File: config.mk
export PLATFORM = sky130hd
export DESIGN_NAME = spc_ctrl
export DESIGN_NICKNAME = d
export VERILOG_FILES = /design/src/spc_pkg.sv /design/src/spc_ctrl.sv
export SDC_FILE = /design/constraint.sdc
export NUM_CORES = 1
export LEC_CHECK = 0
export BUFFER_PORTS_ARGS = -buffer_cell sky130_fd_sc_hd__buf_2
export CORE_MARGIN = 5
export CORE_UTILIZATION = 37
export DETAILED_ROUTE_END_ITERATION = 12
export PLACE_DENSITY_LB_ADDON = 0.3
export SYNTH_ARGS = -nofsm -noshare
export SYNTH_HDL_FRONTEND = slang
export SYNTH_SLANG_ARGS = --single-unit
export TNS_END_PERCENT = 50
File: constraint.sdc
create_clock -name clk_i -period 1.6 [get_ports clk_i]
set_input_delay 0.48 -clock clk_i [delete_from_list [all_inputs] [get_ports clk_i]]
set_output_delay 0.48 -clock clk_i [all_outputs]
set_load 0.1 [all_outputs]
File: src/spc_pkg.sv
package spc_pkg;

  localparam int unsigned STEP_W     = 10;
  localparam int unsigned MAX_STEPS  = 1 << STEP_W;
  localparam int unsigned WAYS_W     = 63;
  localparam int unsigned HOPS_W     = 11;
  localparam int unsigned BASE_W     = 11;
  localparam int unsigned CNT_W      = 4;
  localparam int unsigned CFG_IDX_W  = 1;
  localparam int unsigned CFG_DATA_W = 11;

  localparam logic [CNT_W-1:0]  MAX_JUMPS  = 4'd11;
  localparam logic [BASE_W-1:0] BASE_MIN   = 11'd2;
  localparam logic [BASE_W-1:0] BASE_RST   = 11'd2;
  localparam logic [CNT_W-1:0]  COUNT_RST  = 4'd11;
  // powers beyond the staircase park here and never match a step
  localparam logic [BASE_W-1:0] JUMP_LIMIT = 11'(MAX_STEPS + 1);

  localparam logic [WAYS_W-1:0] WAYS_CEIL = {WAYS_W{1'b1}};
  localparam logic [HOPS_W-1:0] HOPS_CEIL = {HOPS_W{1'b1}};

  localparam logic [CFG_IDX_W-1:0] CFG_BASE  = 1'd0;
  localparam logic [CFG_IDX_W-1:0] CFG_COUNT = 1'd1;

  typedef struct packed {
    logic              usable;
    logic [HOPS_W-1:0] hops;
    logic [WAYS_W-1:0] ways;
  } entry_t;

  typedef struct packed {
    logic accept;
    logic issue;
    logic store;
  } cmd_t;

  typedef struct packed {
    logic             skip;
    logic [CNT_W-1:0] count;
  } status_t;

endpackage

File: src/spc_ctrl.sv
module spc_ctrl (
  input  logic             clk_i,
  input  logic             rst_ni,
  input  logic             in_valid_i,
  output logic             in_ready_o,
  output logic             out_valid_o,
  input  logic             out_ready_i,
  input  spc_pkg::status_t status_i,
  output spc_pkg::cmd_t    cmd_o
);
  import spc_pkg::*;

  typedef enum logic [1:0] {
    ST_IDLE,
    ST_RUN,
    ST_DRAIN,
    ST_STORE
  } state_e;

  state_e           state_q;
  logic [CNT_W-1:0] jump_q;
  logic             out_valid_q, out_valid_d;
  logic             out_free;

  assign out_free    = !out_valid_q || out_ready_i;
  assign in_ready_o  = (state_q == ST_IDLE);
  assign out_valid_o = out_valid_q;

  assign cmd_o = '{accept: in_valid_i && in_ready_o,
                   issue:  (state_q == ST_RUN),
                   store:  (state_q == ST_STORE) && out_free};

  // a stored result is valid until taken
  assign out_valid_d = cmd_o.store || (out_valid_q && !out_ready_i);

  always_ff @(posedge clk_i or negedge rst_ni) begin
    if (!rst_ni) begin
      state_q     <= ST_IDLE;
      jump_q      <= '0;
      out_valid_q <= 1'b0;
    end else begin
      out_valid_q <= out_valid_d;
      unique case (state_q)
        ST_IDLE: begin
          if (in_valid_i) begin
            jump_q  <= '0;
            state_q <= status_i.skip ? ST_STORE : ST_RUN;
          end
        end
        ST_RUN: begin
          jump_q <= jump_q + 1'b1;
          if (jump_q == status_i.count - 1'b1) begin
            state_q <= ST_DRAIN;
          end
        end
        ST_DRAIN: state_q <= ST_STORE;
        ST_STORE: begin
          if (out_free) begin
            state_q <= ST_IDLE;
          end
        end
        default: state_q <= ST_IDLE;
      endcase
    end
  end

endmodule

=== Word-level counts from Yosys, hierarchy flattened ===
Cells that the tools add are included.

* Flip-flop bits (word level): 7
* Input port bits: 9
* Output and inout bits: 5
* Logic and storage cells: 30

* Add/subtract/negate cells: 2
* Equality and inequality tests: 7
* Muxes and demuxes: 7
* Reductions and logical operators: 11

{| class="wikitable"
|+ Operators with widths
! kind !! number
|-
| 2-to-1 mux 2 bit || 4
|-
| case mux 2 bit (4 select lines) || 1
|-
| case mux 4 bit (2 select lines) || 1
|-
| adder 4 x 1 -> 4 bit, second input constant || 1
|-
| equality test 2 bit, second input constant || 2
|-
| equality test 4 bit || 1
|-
| 2-to-1 mux 4 bit || 1
|-
| inequality test 2 bit, second input constant || 2
|-
| subtractor 4 x 1 -> 4 bit, second input constant || 1
|-
| logical AND 1 bit || 3
|-
| AND reduction 3 bit || 1
|-
| equality test 2 x 1 -> 1 bit, second input constant || 1
|-
| zero test 1 bit || 2
|-
| zero test 2 bit || 1
|-
| logical OR 1 bit || 2
|-
| inequality test 2 x 1 -> 1 bit, second input constant || 1
|-
| AND reduction 2 bit || 1
|-
| nonzero test 2 bit || 1
|}

=== Logic depth before layout (Yosys ltp) ===
Gate-level depths: netlist of run 1.

* Depth after elaboration: 4
* Depth in mapped cells: 7

=== Least setup slack after synthesis of run 1 ===
OpenSTA, ideal clock, no wires.

* Path type: reg-to-output
* Start: reg state_q[0]
* End: out cmd_o[2] in the netlist's numbering
* Data arrival time: 2.399 ns
* Data required time: 1.120 ns
* Setup slack: -1.279 ns
* Cell stages (with the launch flop): 5
* Buffers on the path: 1
* Cells stage by stage: dfrtp_1 -> inv_1 -> ha_1 -> clkbuf_1 -> and2_1

{| class="wikitable"
|+ RTL lines
! what !! line !! text
|-
| start, declared || spc_ctrl.sv:20 || <nowiki>state_e state_q;</nowiki>
|-
| start signal, assigned || spc_ctrl.sv:47 || <nowiki>state_q <= status_i.skip ? ST_STORE : ST_RUN;</nowiki>
|-
| end, declared || spc_ctrl.sv:9 || <nowiki>output spc_pkg::cmd_t cmd_o</nowiki>
|}

==> metrics.md, run 1 <==
| Metric | Value |
|---|---|
| Status | `finished, violations left` |
| Violated checks | `negative setup slack` |
| Area of placed instances | `739 um^2` |
| Metal3 WL | `76 um` |
| Setup_tns | `-0.385 ns` |
| # rows | `13` |
| CP required | `1.12 ns` |
| Top Metal Used | `met4` |
| HP Class | `input pin to asynchronous set/reset pin` |
| Total GRT Usage | `11.5%` |
| Routed length per instance | `12.6 um` |
| CTS tree | `yes` |
| Cell taking the most area after synthesis | `dfrtp_1` |
| Fin crit share | `108%` |
| Tmin final | `1.73 ns` |
| Antenna cells | `0` |
| Worst-path maximum fanout | `3` |
| CTS buffer count | `3` |
| Max Transition Viols Final | `0` |
| Setup crit start kind | `flop` |
| Synth top area share | `32.6%` |
| Part of the power in combinational logic | `73.8%` |
| Sequential area share after synthesis | `32.6%` |
| Worst R2R Start | `jump_q[3]$_DFFE_PN0P_` |
| Worst Skew | `0.00155 ns` |
| Worst path arrival time | `1.25 ns` |
| Mean Syn Cell Area | `9.61 um^2` |
| Post-synth EDFFs | `0` |
| Commonest non-fill, non-tap cells in the layout | `8 x buf_2, 8 x buf_4, 7 x xnor2_1, 6 x dfrtp_1` |
| Worst-Margin Slew | `0.238 ns` |
| Number of global-route vias before repair | `442` |
| Leak | `0.365 nW` |
| CP Launch Point | `state_q[1]$_DFFE_PN0P_` |
| Fill cells | `115` |
| Max transition margin | `84.0%` |
| DIE AREA | `2320 um^2` |
| Total wire length | `1.19 mm` |
| Initial core utilization | `40.3%` |
| Initial antenna violation count | `0` |
| Final setup violation count | `4` |
| Sequential fraction of design power | `17.6%` |
| Die Width | `48.1 um` |
| Async S/R FF share, synth | `100%` |
| Sw Ratio | `50.0%` |
| Internal Pwr Total | `0.000967 W` |
| Port Buffers | `13` |
| Synth Cell Area | `538 um^2` |
| Max incr delay on CP | `0.41 ns` |
| CTS Buffer Depth | `2` |
| Crit-path cells | `inv_2, ha_4, and2_4, buf_12` |
| Placer Congestion | `0.723` |
| Via density | `5.07` |
| First-pass GRT wire length | `1.80 mm` |
| Max Clock Freq | `0.579 GHz` |
| Synth Register Bits | `7` |
| H-tree Lvls | `1` |
| Met2 wire length | `626 um` |
| CP Capture Type | `primary output` |
| Max-Cap Viols | `0` |
| M1 WL | `472 um` |
| Clock power frac | `8.6%` |
| Reg-to-reg slack, setup | `0.12 ns` |
| CP max stage cell | `dfrtp_1` |
| Worst vdd ir | `1.31 mV` |
| YS warnings | `0` |
| Final WS setup | `-0.126 ns` |
| DRC Markers | `0` |
| Pin count of the biggest net entering global routing | `10` |
| Io pins | `14` |
| Grt total ovfl | `0` |
| Final Cell Area | `813 um^2` |
| Worst-Skew Late Latency | `0.26 ns` |
| Crit path max-delay family | `flip-flops` |
| Initial DRT Pass Iterations | `5` |
| Critical path class | `flop to primary output` |
| Core area | `1330 um^2` |
| DRT antenna net count | `0` |
| Initial DRC Count | `4` |
| Switch Pwr | `0.000967 W` |
| Synth Flop Type | `dfrtp_1` |
| Final-report hold violation count | `0` |
| Clk slew on worst S/H paths | `0.05 ns` |
| Routed vias | `482` |
| Power per Cell Area | `2380 nW/um^2` |
| R2r endpoint | `state_q[0]$_DFFE_PN0P_` |
| Utilization after layout | `61.0%` |
| CTS Sinks | `7` |
| DP Wirelength | `893 um` |
| Die H | `48.1 um` |
| Layout cells sized above 1 | `42.5%` |
| Synth top area cells | `dfrtp_1 33%, ha_1 14%, xnor2_1 11%` |
| Final nets | `96` |
| Root Buffer | `clkbuf_4` |
| Synth cell types | `23` |
| Syn Nets | `71` |
| R2R depth | `5` |
| Area growth, synth to finish | `51.2%` |
| CP Buf/Inv Count | `2` |
| Syn Inst Count | `56` |
| RSZ-0062 raised after global routing | `true` |
==> logic make-up (layout without fill, tap and decap cells) <==
group	after synthesis	count (layout)	share of synthesized area [%]
and+or+nand+nor	15	15	17.4
DFF	7	7	32.6
muxes	3	3	5.58
xor gates and xnor gates	7	7	11.4
adders and majority gates	6	6	14.0
AOI/OAI and AO/OA	11	11	14.2
buffers and inverters	7	31	4.88
==> sequential cells by signal, summed over array words and instances, names as in the netlist <==
register / count
jump_q: 4
state_q: 2
out_valid_o: 1
==> final cells by class <==
cell class / instances / area (um^2) / share of cell area, %
Multi-Input combinational cell: 42 / 367 / 45.1
Timing Repair Buffer: 21 / 200 / 24.6
Sequential cell: 7 / 179 / 22.0
Clock buffer: 4 / 26.3 / 3.23
Inverter: 6 / 22.5 / 2.77
Tap cell: 15 / 18.8 / 2.31
==> power by group through the flow <==
stage | registers [W] | logic, W | clock network (W)
final | 0.000340 | 0.00143 | 0.000166
after global routing | 0.000351 | 0.00152 | 0.000178
after CTS | 0.000340 | 0.00140 | 0.000167
after detailed placement | 0.000346 | 0.00131 | 0
after global placement | 0.000341 | 0.00129 | 0
after floorplan | 0.000412 | 0.000876 | 0
==> stage by stage <==
step                      std cells  setup WS [ns]  power, W  hold WS [ns]
final                            95         -0.126   0.00193        0.0491
after CTS                        94         -0.121   0.00191        0.0518
after floorplan                  56         -0.238   0.00129         0.184
after detailed placement         86         -0.173   0.00165         0.325
after global placement           86         -0.148   0.00163         0.324
after global routing             95         -0.150   0.00205        0.0552
==> worst max-delay path by stage <==
| stage | to | depth (start not counted) | slack [ns] |
|---|---|---|---|
| final | cmd_o[2] | 4 | -0.13 |
| after detailed placement | state_q[1]$_DFFE_PN0P_ | 7 | -0.17 |
| after floorplan | cmd_o[2] | 4 | -0.24 |
| after global placement | state_q[1]$_DFFE_PN0P_ | 7 | -0.15 |
| after CTS | cmd_o[2] | 4 | -0.12 |
| after global routing | cmd_o[2] | 4 | -0.15 |
==> synthesized netlist by cell type, drive strengths merged, types with 2 or more instances <==
cell type and instances:
nand2 3, ha 6, mux2i 3, inv 6, xnor2 7, o21ai 5, nand2b 2, and2 2
dfrtp 7, nor2 2
==> routing by layer <==
layer	vias up	global-route usage, %
met1	225	13.4
met3	4	4.43
li1	242	-
met5	-	0
met4	0	4.84
met2	11	19.0
==> what timing repair did <==
| item | 4_1_cts | 5_1_grt |
|---|---|---|
| pin swaps | 2 | 0 |
| endpoints found under the setup margin | 4 | 4 |
| hold buffers | 0 | 0 |
| gates resized for setup | 1 | 0 |
| setup buffers | 4 | 1 |
(Power assumes the default switching activity.)
==> run 2, diff against run 1 <==
--- a/config.mk
+++ b/config.mk
@@ -10,6 +10,7 @@
 export CORE_UTILIZATION = 37
 export DETAILED_ROUTE_END_ITERATION = 12
 export PLACE_DENSITY_LB_ADDON = 0.3
+export RECOVER_POWER = 25
 export SYNTH_ARGS = -nofsm -noshare
 export SYNTH_HDL_FRONTEND = slang
 export SYNTH_SLANG_ARGS = --single-unit
==> metrics.md, run 2 (synthesis gave the netlist of run 1 again) <==
| Metric | Value |
|---|---|
| Leak | `0.362 nW` |
| CTS Buffer Depth | `2` |
| CP max stage cell | `dfrtp_1` |
| R2r endpoint | `state_q[0]$_DFFE_PN0P_` |
| Placer Congestion | `0.723` |
| Initial antenna violation count | `0` |
| Fill cells | `116` |
| Reg-to-reg slack, setup | `0.12 ns` |
| Sequential fraction of design power | `17.6%` |
| HP Class | `input pin to asynchronous set/reset pin` |
| Final Cell Area | `812 um^2` |
| Setup_tns | `-0.385 ns` |
| Switch Pwr | `0.000967 W` |
| H-tree Lvls | `1` |
| CP Capture Type | `primary output` |
| Tmin final | `1.73 ns` |
| Final nets | `96` |
| Port Buffers | `13` |
| Critical path class | `flop to primary output` |
| Routed vias | `482` |
| Clock power frac | `8.6%` |
| Max reg flops | `4` |
| Via density | `5.07` |
| DP Wirelength | `893 um` |
| Grt total ovfl | `0` |
| CP Depth | `4` |
| Max-Cap Viols | `0` |
| Io pins | `14` |
| CP required | `1.12 ns` |
| Core area | `1330 um^2` |
| Power per Cell Area | `2380 nW/um^2` |
| Pin count of the biggest net entering global routing | `10` |
| Root Buffer | `clkbuf_4` |
| Area growth, synth to finish | `50.9%` |
| Crit-path cells | `inv_2, ha_4, and2_4, buf_12` |
| Die Width | `48.1 um` |
| DRC Markers | `0` |
| Initial core utilization | `40.3%` |
| DIE AREA | `2320 um^2` |
| CP Launch Point | `state_q[1]$_DFFE_PN0P_` |
| Worst setup path end | `cmd_o[2]` |
| Max Transition Viols Final | `0` |
| Commonest non-fill, non-tap cells in the layout | `8 x buf_4, 7 x xnor2_1, 7 x buf_2, 6 x dfrtp_1` |
| Total GRT Usage | `11.5%` |
| CTS tree | `yes` |
| Non-Filler Instances | `95` |
| Largest Register | `jump_q` |
| Die H | `48.1 um` |
| Final setup violation count | `4` |
| Worst-Skew Late Latency | `0.26 ns` |
| First-pass GRT wire length | `1.80 mm` |
| Antenna cells | `0` |
| CTS Hold Bufs | `0` |
| Final WS setup | `-0.126 ns` |
| Fin crit share | `108%` |
| Worst Skew | `0.00155 ns` |
| Utilization after layout | `60.9%` |
| Routed length per instance | `12.5 um` |
| Part of the power in combinational logic | `73.8%` |
| Initial DRT Pass Iterations | `5` |
| DRT antenna net count | `0` |
| Clk slew on worst S/H paths | `0.05 ns` |
| Initial DRC Count | `4` |
| Most common cell after layout, fill and taps aside | `buf_4` |
| Worst-path maximum fanout | `3` |
| DP Cell Count | `86` |
| Sw Ratio | `50.0%` |
| Max transition margin | `72.6%` |
| Final-report hold violation count | `0` |
| Area of placed instances | `739 um^2` |
| CTS Sinks | `7` |
| CP Buf/Inv Count | `2` |
| Layout cells sized above 1 | `41.3%` |
| Worst path arrival time | `1.25 ns` |
| Max Clock Freq | `0.579 GHz` |
| Crit path max-delay family | `flip-flops` |
| Setup crit start kind | `flop` |
| Violated checks | `negative setup slack` |
| Number of global-route vias before repair | `442` |
| CTS buffer count | `3` |
| Total wire length | `1.19 mm` |
| Status | `finished, violations left` |
| RSZ-0062 raised after global routing | `true` |
| Worst R2R Start | `jump_q[3]$_DFFE_PN0P_` |
| Worst vdd ir | `1.31 mV` |
| Worst-Margin Slew | `0.410 ns` |
| Max incr delay on CP | `0.41 ns` |
| R2R depth | `5` |
| # rows | `13` |
| Internal Pwr Total | `0.000967 W` |
-- run 2: worst min path at each step --
stage,slack (ns),startpoint,cells after the start,endpoint
after floorplan,0.18,rst_ni,0,jump_q[0]$_DFFE_PN0P_
after global placement,0.32,rst_ni,1,out_valid_o$_DFF_PN0_
after detailed placement,0.32,rst_ni,1,out_valid_o$_DFF_PN0_
after CTS,0.05,rst_ni,1,jump_q[0]$_DFFE_PN0P_
after global routing,0.15,rst_ni,1,jump_q[0]$_DFFE_PN0P_
final,0.12,rst_ni,1,state_q[1]$_DFFE_PN0P_
-- run 2: routing by layer --
metal | global-route usage [%] | vias up | share of wire, %
met5 | 0 | - | 0
met4 | 4.84 | 0 | 1.6
met2 | 19.0 | 11 | 53
li1 | - | 242 | -
met3 | 4.43 | 4 | 6.3
met1 | 13.4 | 225 | 39
-- run 2: final cells by class --
class,count,area (um^2),area share (%)
Sequential cell,7,179,22.0
Timing Repair Buffer,21,199,24.5
Multi-Input combinational cell,42,367,45.1
Clock buffer,4,26.3,3.24
Inverter,6,22.5,2.77
Tap cell,15,18.8,2.31
-- run 2: worst reg2reg max path: stages (launching register included) --
cell	delay, ns
dfrtp_1	0.42
xnor2_1	0.21
xnor2_1	0.11
nor4_2	0.30
o221ai_2	0.17
mux2i_1	0.15
-- run 2: stage by stage --
step | setup slack, ns | hold slack (ns) | total power (W)
finish | -0.126 | 0.120 | 0.00193
global route | -0.150 | 0.150 | 0.00205
CTS | -0.121 | 0.0518 | 0.00191
detailed placement | -0.173 | 0.325 | 0.00165
global placement | -0.148 | 0.324 | 0.00163
floorplan | -0.238 | 0.184 | 0.00129
-- run 2: power by group through the flow --
stage	clock network, W	registers, W	logic [W]
2_1_floorplan	0	0.000412	0.000876
3_5_place_dp	0	0.000346	0.00131
3_3_place_gp	0	0.000341	0.00129
5_1_grt	0.000178	0.000351	0.00152
6_report	0.000166	0.000340	0.00143
4_1_cts	0.000167	0.000340	0.00140
-- run 2: what timing repair did --
| action | in CTS | in global routing |
|---|---|---|
| gates cloned | 0 | 0 |
| pin swaps | 2 | 0 |
| buffers inserted | 4 | 1 |
| setup endpoints to repair | 4 | 4 |
| gates resized for setup | 1 | 0 |
==> run 3, diff against run 2 <==
--- a/config.mk
+++ b/config.mk
@@ -11,6 +11,7 @@
 export DETAILED_ROUTE_END_ITERATION = 12
 export PLACE_DENSITY_LB_ADDON = 0.3
 export RECOVER_POWER = 25
+export SETUP_SLACK_MARGIN = 0.05
 export SYNTH_ARGS = -nofsm -noshare
 export SYNTH_HDL_FRONTEND = slang
 export SYNTH_SLANG_ARGS = --single-unit
==> constraint.sdc (replaced) <==
create_clock -name clk_i -period 1.6 [get_ports clk_i]
set_input_delay 0.48 -clock clk_i [delete_from_list [all_inputs] [get_ports clk_i]]
set_output_delay 0.48 -clock clk_i [all_outputs]
set_load 0.02 [all_outputs]
==> metrics.md, run 3 (synthesis gave the netlist of run 1 again) <==
| Metric | Value |
|---|---|
| Max incr delay on CP | `0.45 ns` |
| Total GRT Usage | `12.6%` |
| Initial antenna violation count | `0` |
| Die Width | `48.1 um` |
| CTS Sinks | `7` |
| Part of the power in combinational logic | `66.5%` |
| Final setup violation count | `2` |
| CTS buffer count | `3` |
| Max-Cap Viols | `0` |
| CP Capture Type | `primary output` |
| Max transition margin | `72.6%` |
| Clock power frac | `10.8%` |
| Tmin final | `1.67 ns` |
| Final-report hold violation count | `0` |
| CTS tree | `yes` |
| Final WS setup | `-0.0681 ns` |
| Largest Register | `jump_q` |
| H-tree Lvls | `1` |
| CP Buf/Inv Count | `2` |
| Final nets | `98` |
| # rows | `13` |
| Grt total ovfl | `0` |
| DIE AREA | `2320 um^2` |
| Clk slew on worst S/H paths | `0.06 ns` |
| Routed vias | `496` |
| Initial DRC Count | `10` |
| DP Wirelength | `871 um` |
| First-pass GRT wire length | `1.93 mm` |
| Root Buffer | `clkbuf_4` |
| Io pins | `14` |
| Max Clock Freq | `0.599 GHz` |
| RSZ-0062 raised after global routing | `true` |
| Core area | `1330 um^2` |
| Fin crit share | `104%` |
| Most common cell after layout, fill and taps aside | `buf_4` |
| DRC Markers | `0` |
| CP max stage cell | `dfrtp_2` |
| CP required | `1.12 ns` |
| Max reg flops | `4` |
| Power per Cell Area | `1770 nW/um^2` |
| Non-Filler Instances | `97` |
| Antenna cells | `0` |
| Worst-Skew Late Latency | `0.26 ns` |
| CTS Hold Bufs | `0` |
| Worst R2R Start | `state_q[1]$_DFFE_PN0P_` |
| Initial DRT Pass Iterations | `4` |
| Pin count of the biggest net entering global routing | `8` |
| Crit path max-delay family | `flip-flops` |
| Status | `finished, violations left` |
| Setup_tns | `-0.126 ns` |
| Routed length per instance | `12.9 um` |
| CTS Buffer Depth | `2` |
| Violated checks | `negative setup slack` |
| Die H | `48.1 um` |
| Switch Pwr | `0.000624 W` |
| Sequential fraction of design power | `22.6%` |
| Crit-path cells | `inv_4, ha_4, and2_4, buf_6` |
| Utilization after layout | `63.2%` |
| Worst path arrival time | `1.19 ns` |
| Leak | `0.380 nW` |
| Worst Skew | `0.0125 ns` |
| Critical path class | `flop to primary output` |
| Worst-path maximum fanout | `4` |
| Max Transition Viols Final | `0` |
| Port Buffers | `13` |
| Placer Congestion | `0.668` |
| Layout cells sized above 1 | `53.7%` |
| Internal Pwr Total | `0.000864 W` |
| Initial core utilization | `40.3%` |
| HP Class | `input pin to asynchronous set/reset pin` |
| Worst vdd ir | `0.965 mV` |
| Setup crit start kind | `flop` |
| Area growth, synth to finish | `56.7%` |
| Worst-Margin Slew | `0.411 ns` |
| Commonest non-fill, non-tap cells in the layout | `9 x buf_4, 7 x buf_2, 6 x buf_6, 5 x o21ai_0, 5 x dfrtp_1` |
| DRT antenna net count | `0` |
| Number of global-route vias before repair | `482` |
| Via density | `5.11` |
| CP Launch Point | `state_q[1]$_DFFE_PN0P_` |
| DP Cell Count | `88` |
| Sw Ratio | `41.9%` |
| Total wire length | `1.25 mm` |
run 3: cell types whose count changed in the layout (fill, tap and decap cells not counted), sizes merged:
cell / before / now
buf: 20 / 22
run 3: routing by layer:
layer / routed length, um / global-route usage [%] / share of wire [%] / up-vias
met5: 0 / 0 / 0 / -
met4: 23 / 6.45 / 1.8 / 0
met3: 62 / 5.54 / 5.0 / 2
met2: 641 / 21.4 / 51 / 14
met1: 525 / 13.2 / 42 / 232
li1: - / - / - / 248
run 3: final cells by class:
class | count | area, um^2
inverter | 6 | 25.0
timing repair buffer | 23 | 174
sequential | 7 | 178
multi-input combinational | 42 | 422
fill | 112 | 490
clock buffer | 4 | 26.3
tap | 15 | 18.8
run 3: worst reg2reg max path, delay by kind of cell, from the launching register on:
| kind | cells | cell delay [ns] |
|---|---|---|
| buf+inv | 3 | 0.36 |
| compound gates | 2 | 0.32 |
| fa+ha+maj | 1 | 0.17 |
| simple gates | 1 | 0.09 |
| flops | 1 | 0.42 |
run 3: timing repair:
action	4_1_cts	5_1_grt
setup endpoints to repair	5	9
gates resized for setup	14	16
setup buffers	2	3
gates cloned	0	0
pin swaps	1	7
run 3: per-stage QoR:
stage / instance area, um^2 / setup WS (ns) / total power [W] / hold slack, ns
after floorplan: 546 / 0.0164 / 0.000840 / 0.184
after global placement: 659 / -0.0730 / 0.00104 / 0.329
after detailed placement: 659 / -0.112 / 0.00104 / 0.328
after CTS: 746 / -0.0792 / 0.00135 / 0.0481
after global routing: 843 / -0.101 / 0.00161 / 0.158
final: 843 / -0.0681 / 0.00149 / 0.121
run 3: final timing paths:
kind / to / slack [ns] / cells past startpoint
setup / recovery: cmd_o[2] / -0.07 / 4
hold / removal: out_valid_o$_DFF_PN0_ / 0.12 / 1
min in group clk_i: state_q[1]$_DFFE_PN0P_ / 0.56 / 3
setup reg to reg: jump_q[2]$_DFFE_PN0P_ / 0.12 / 7
max in group asynchronous: jump_q[2]$_DFFE_PN0P_ / 1.17 / 1
hold reg to reg: jump_q[1]$_DFFE_PN0P_ / 0.61 / 1
run 3: power groups by stage:
stage | clock network [W] | registers (W) | logic [W]
floorplan | 0 | 0.000323 | 0.000517
global placement | 0 | 0.000316 | 0.000721
detailed placement | 0 | 0.000318 | 0.000726
CTS | 0.000168 | 0.000322 | 0.000864
global route | 0.000176 | 0.000350 | 0.00108
finish | 0.000161 | 0.000337 | 0.000990
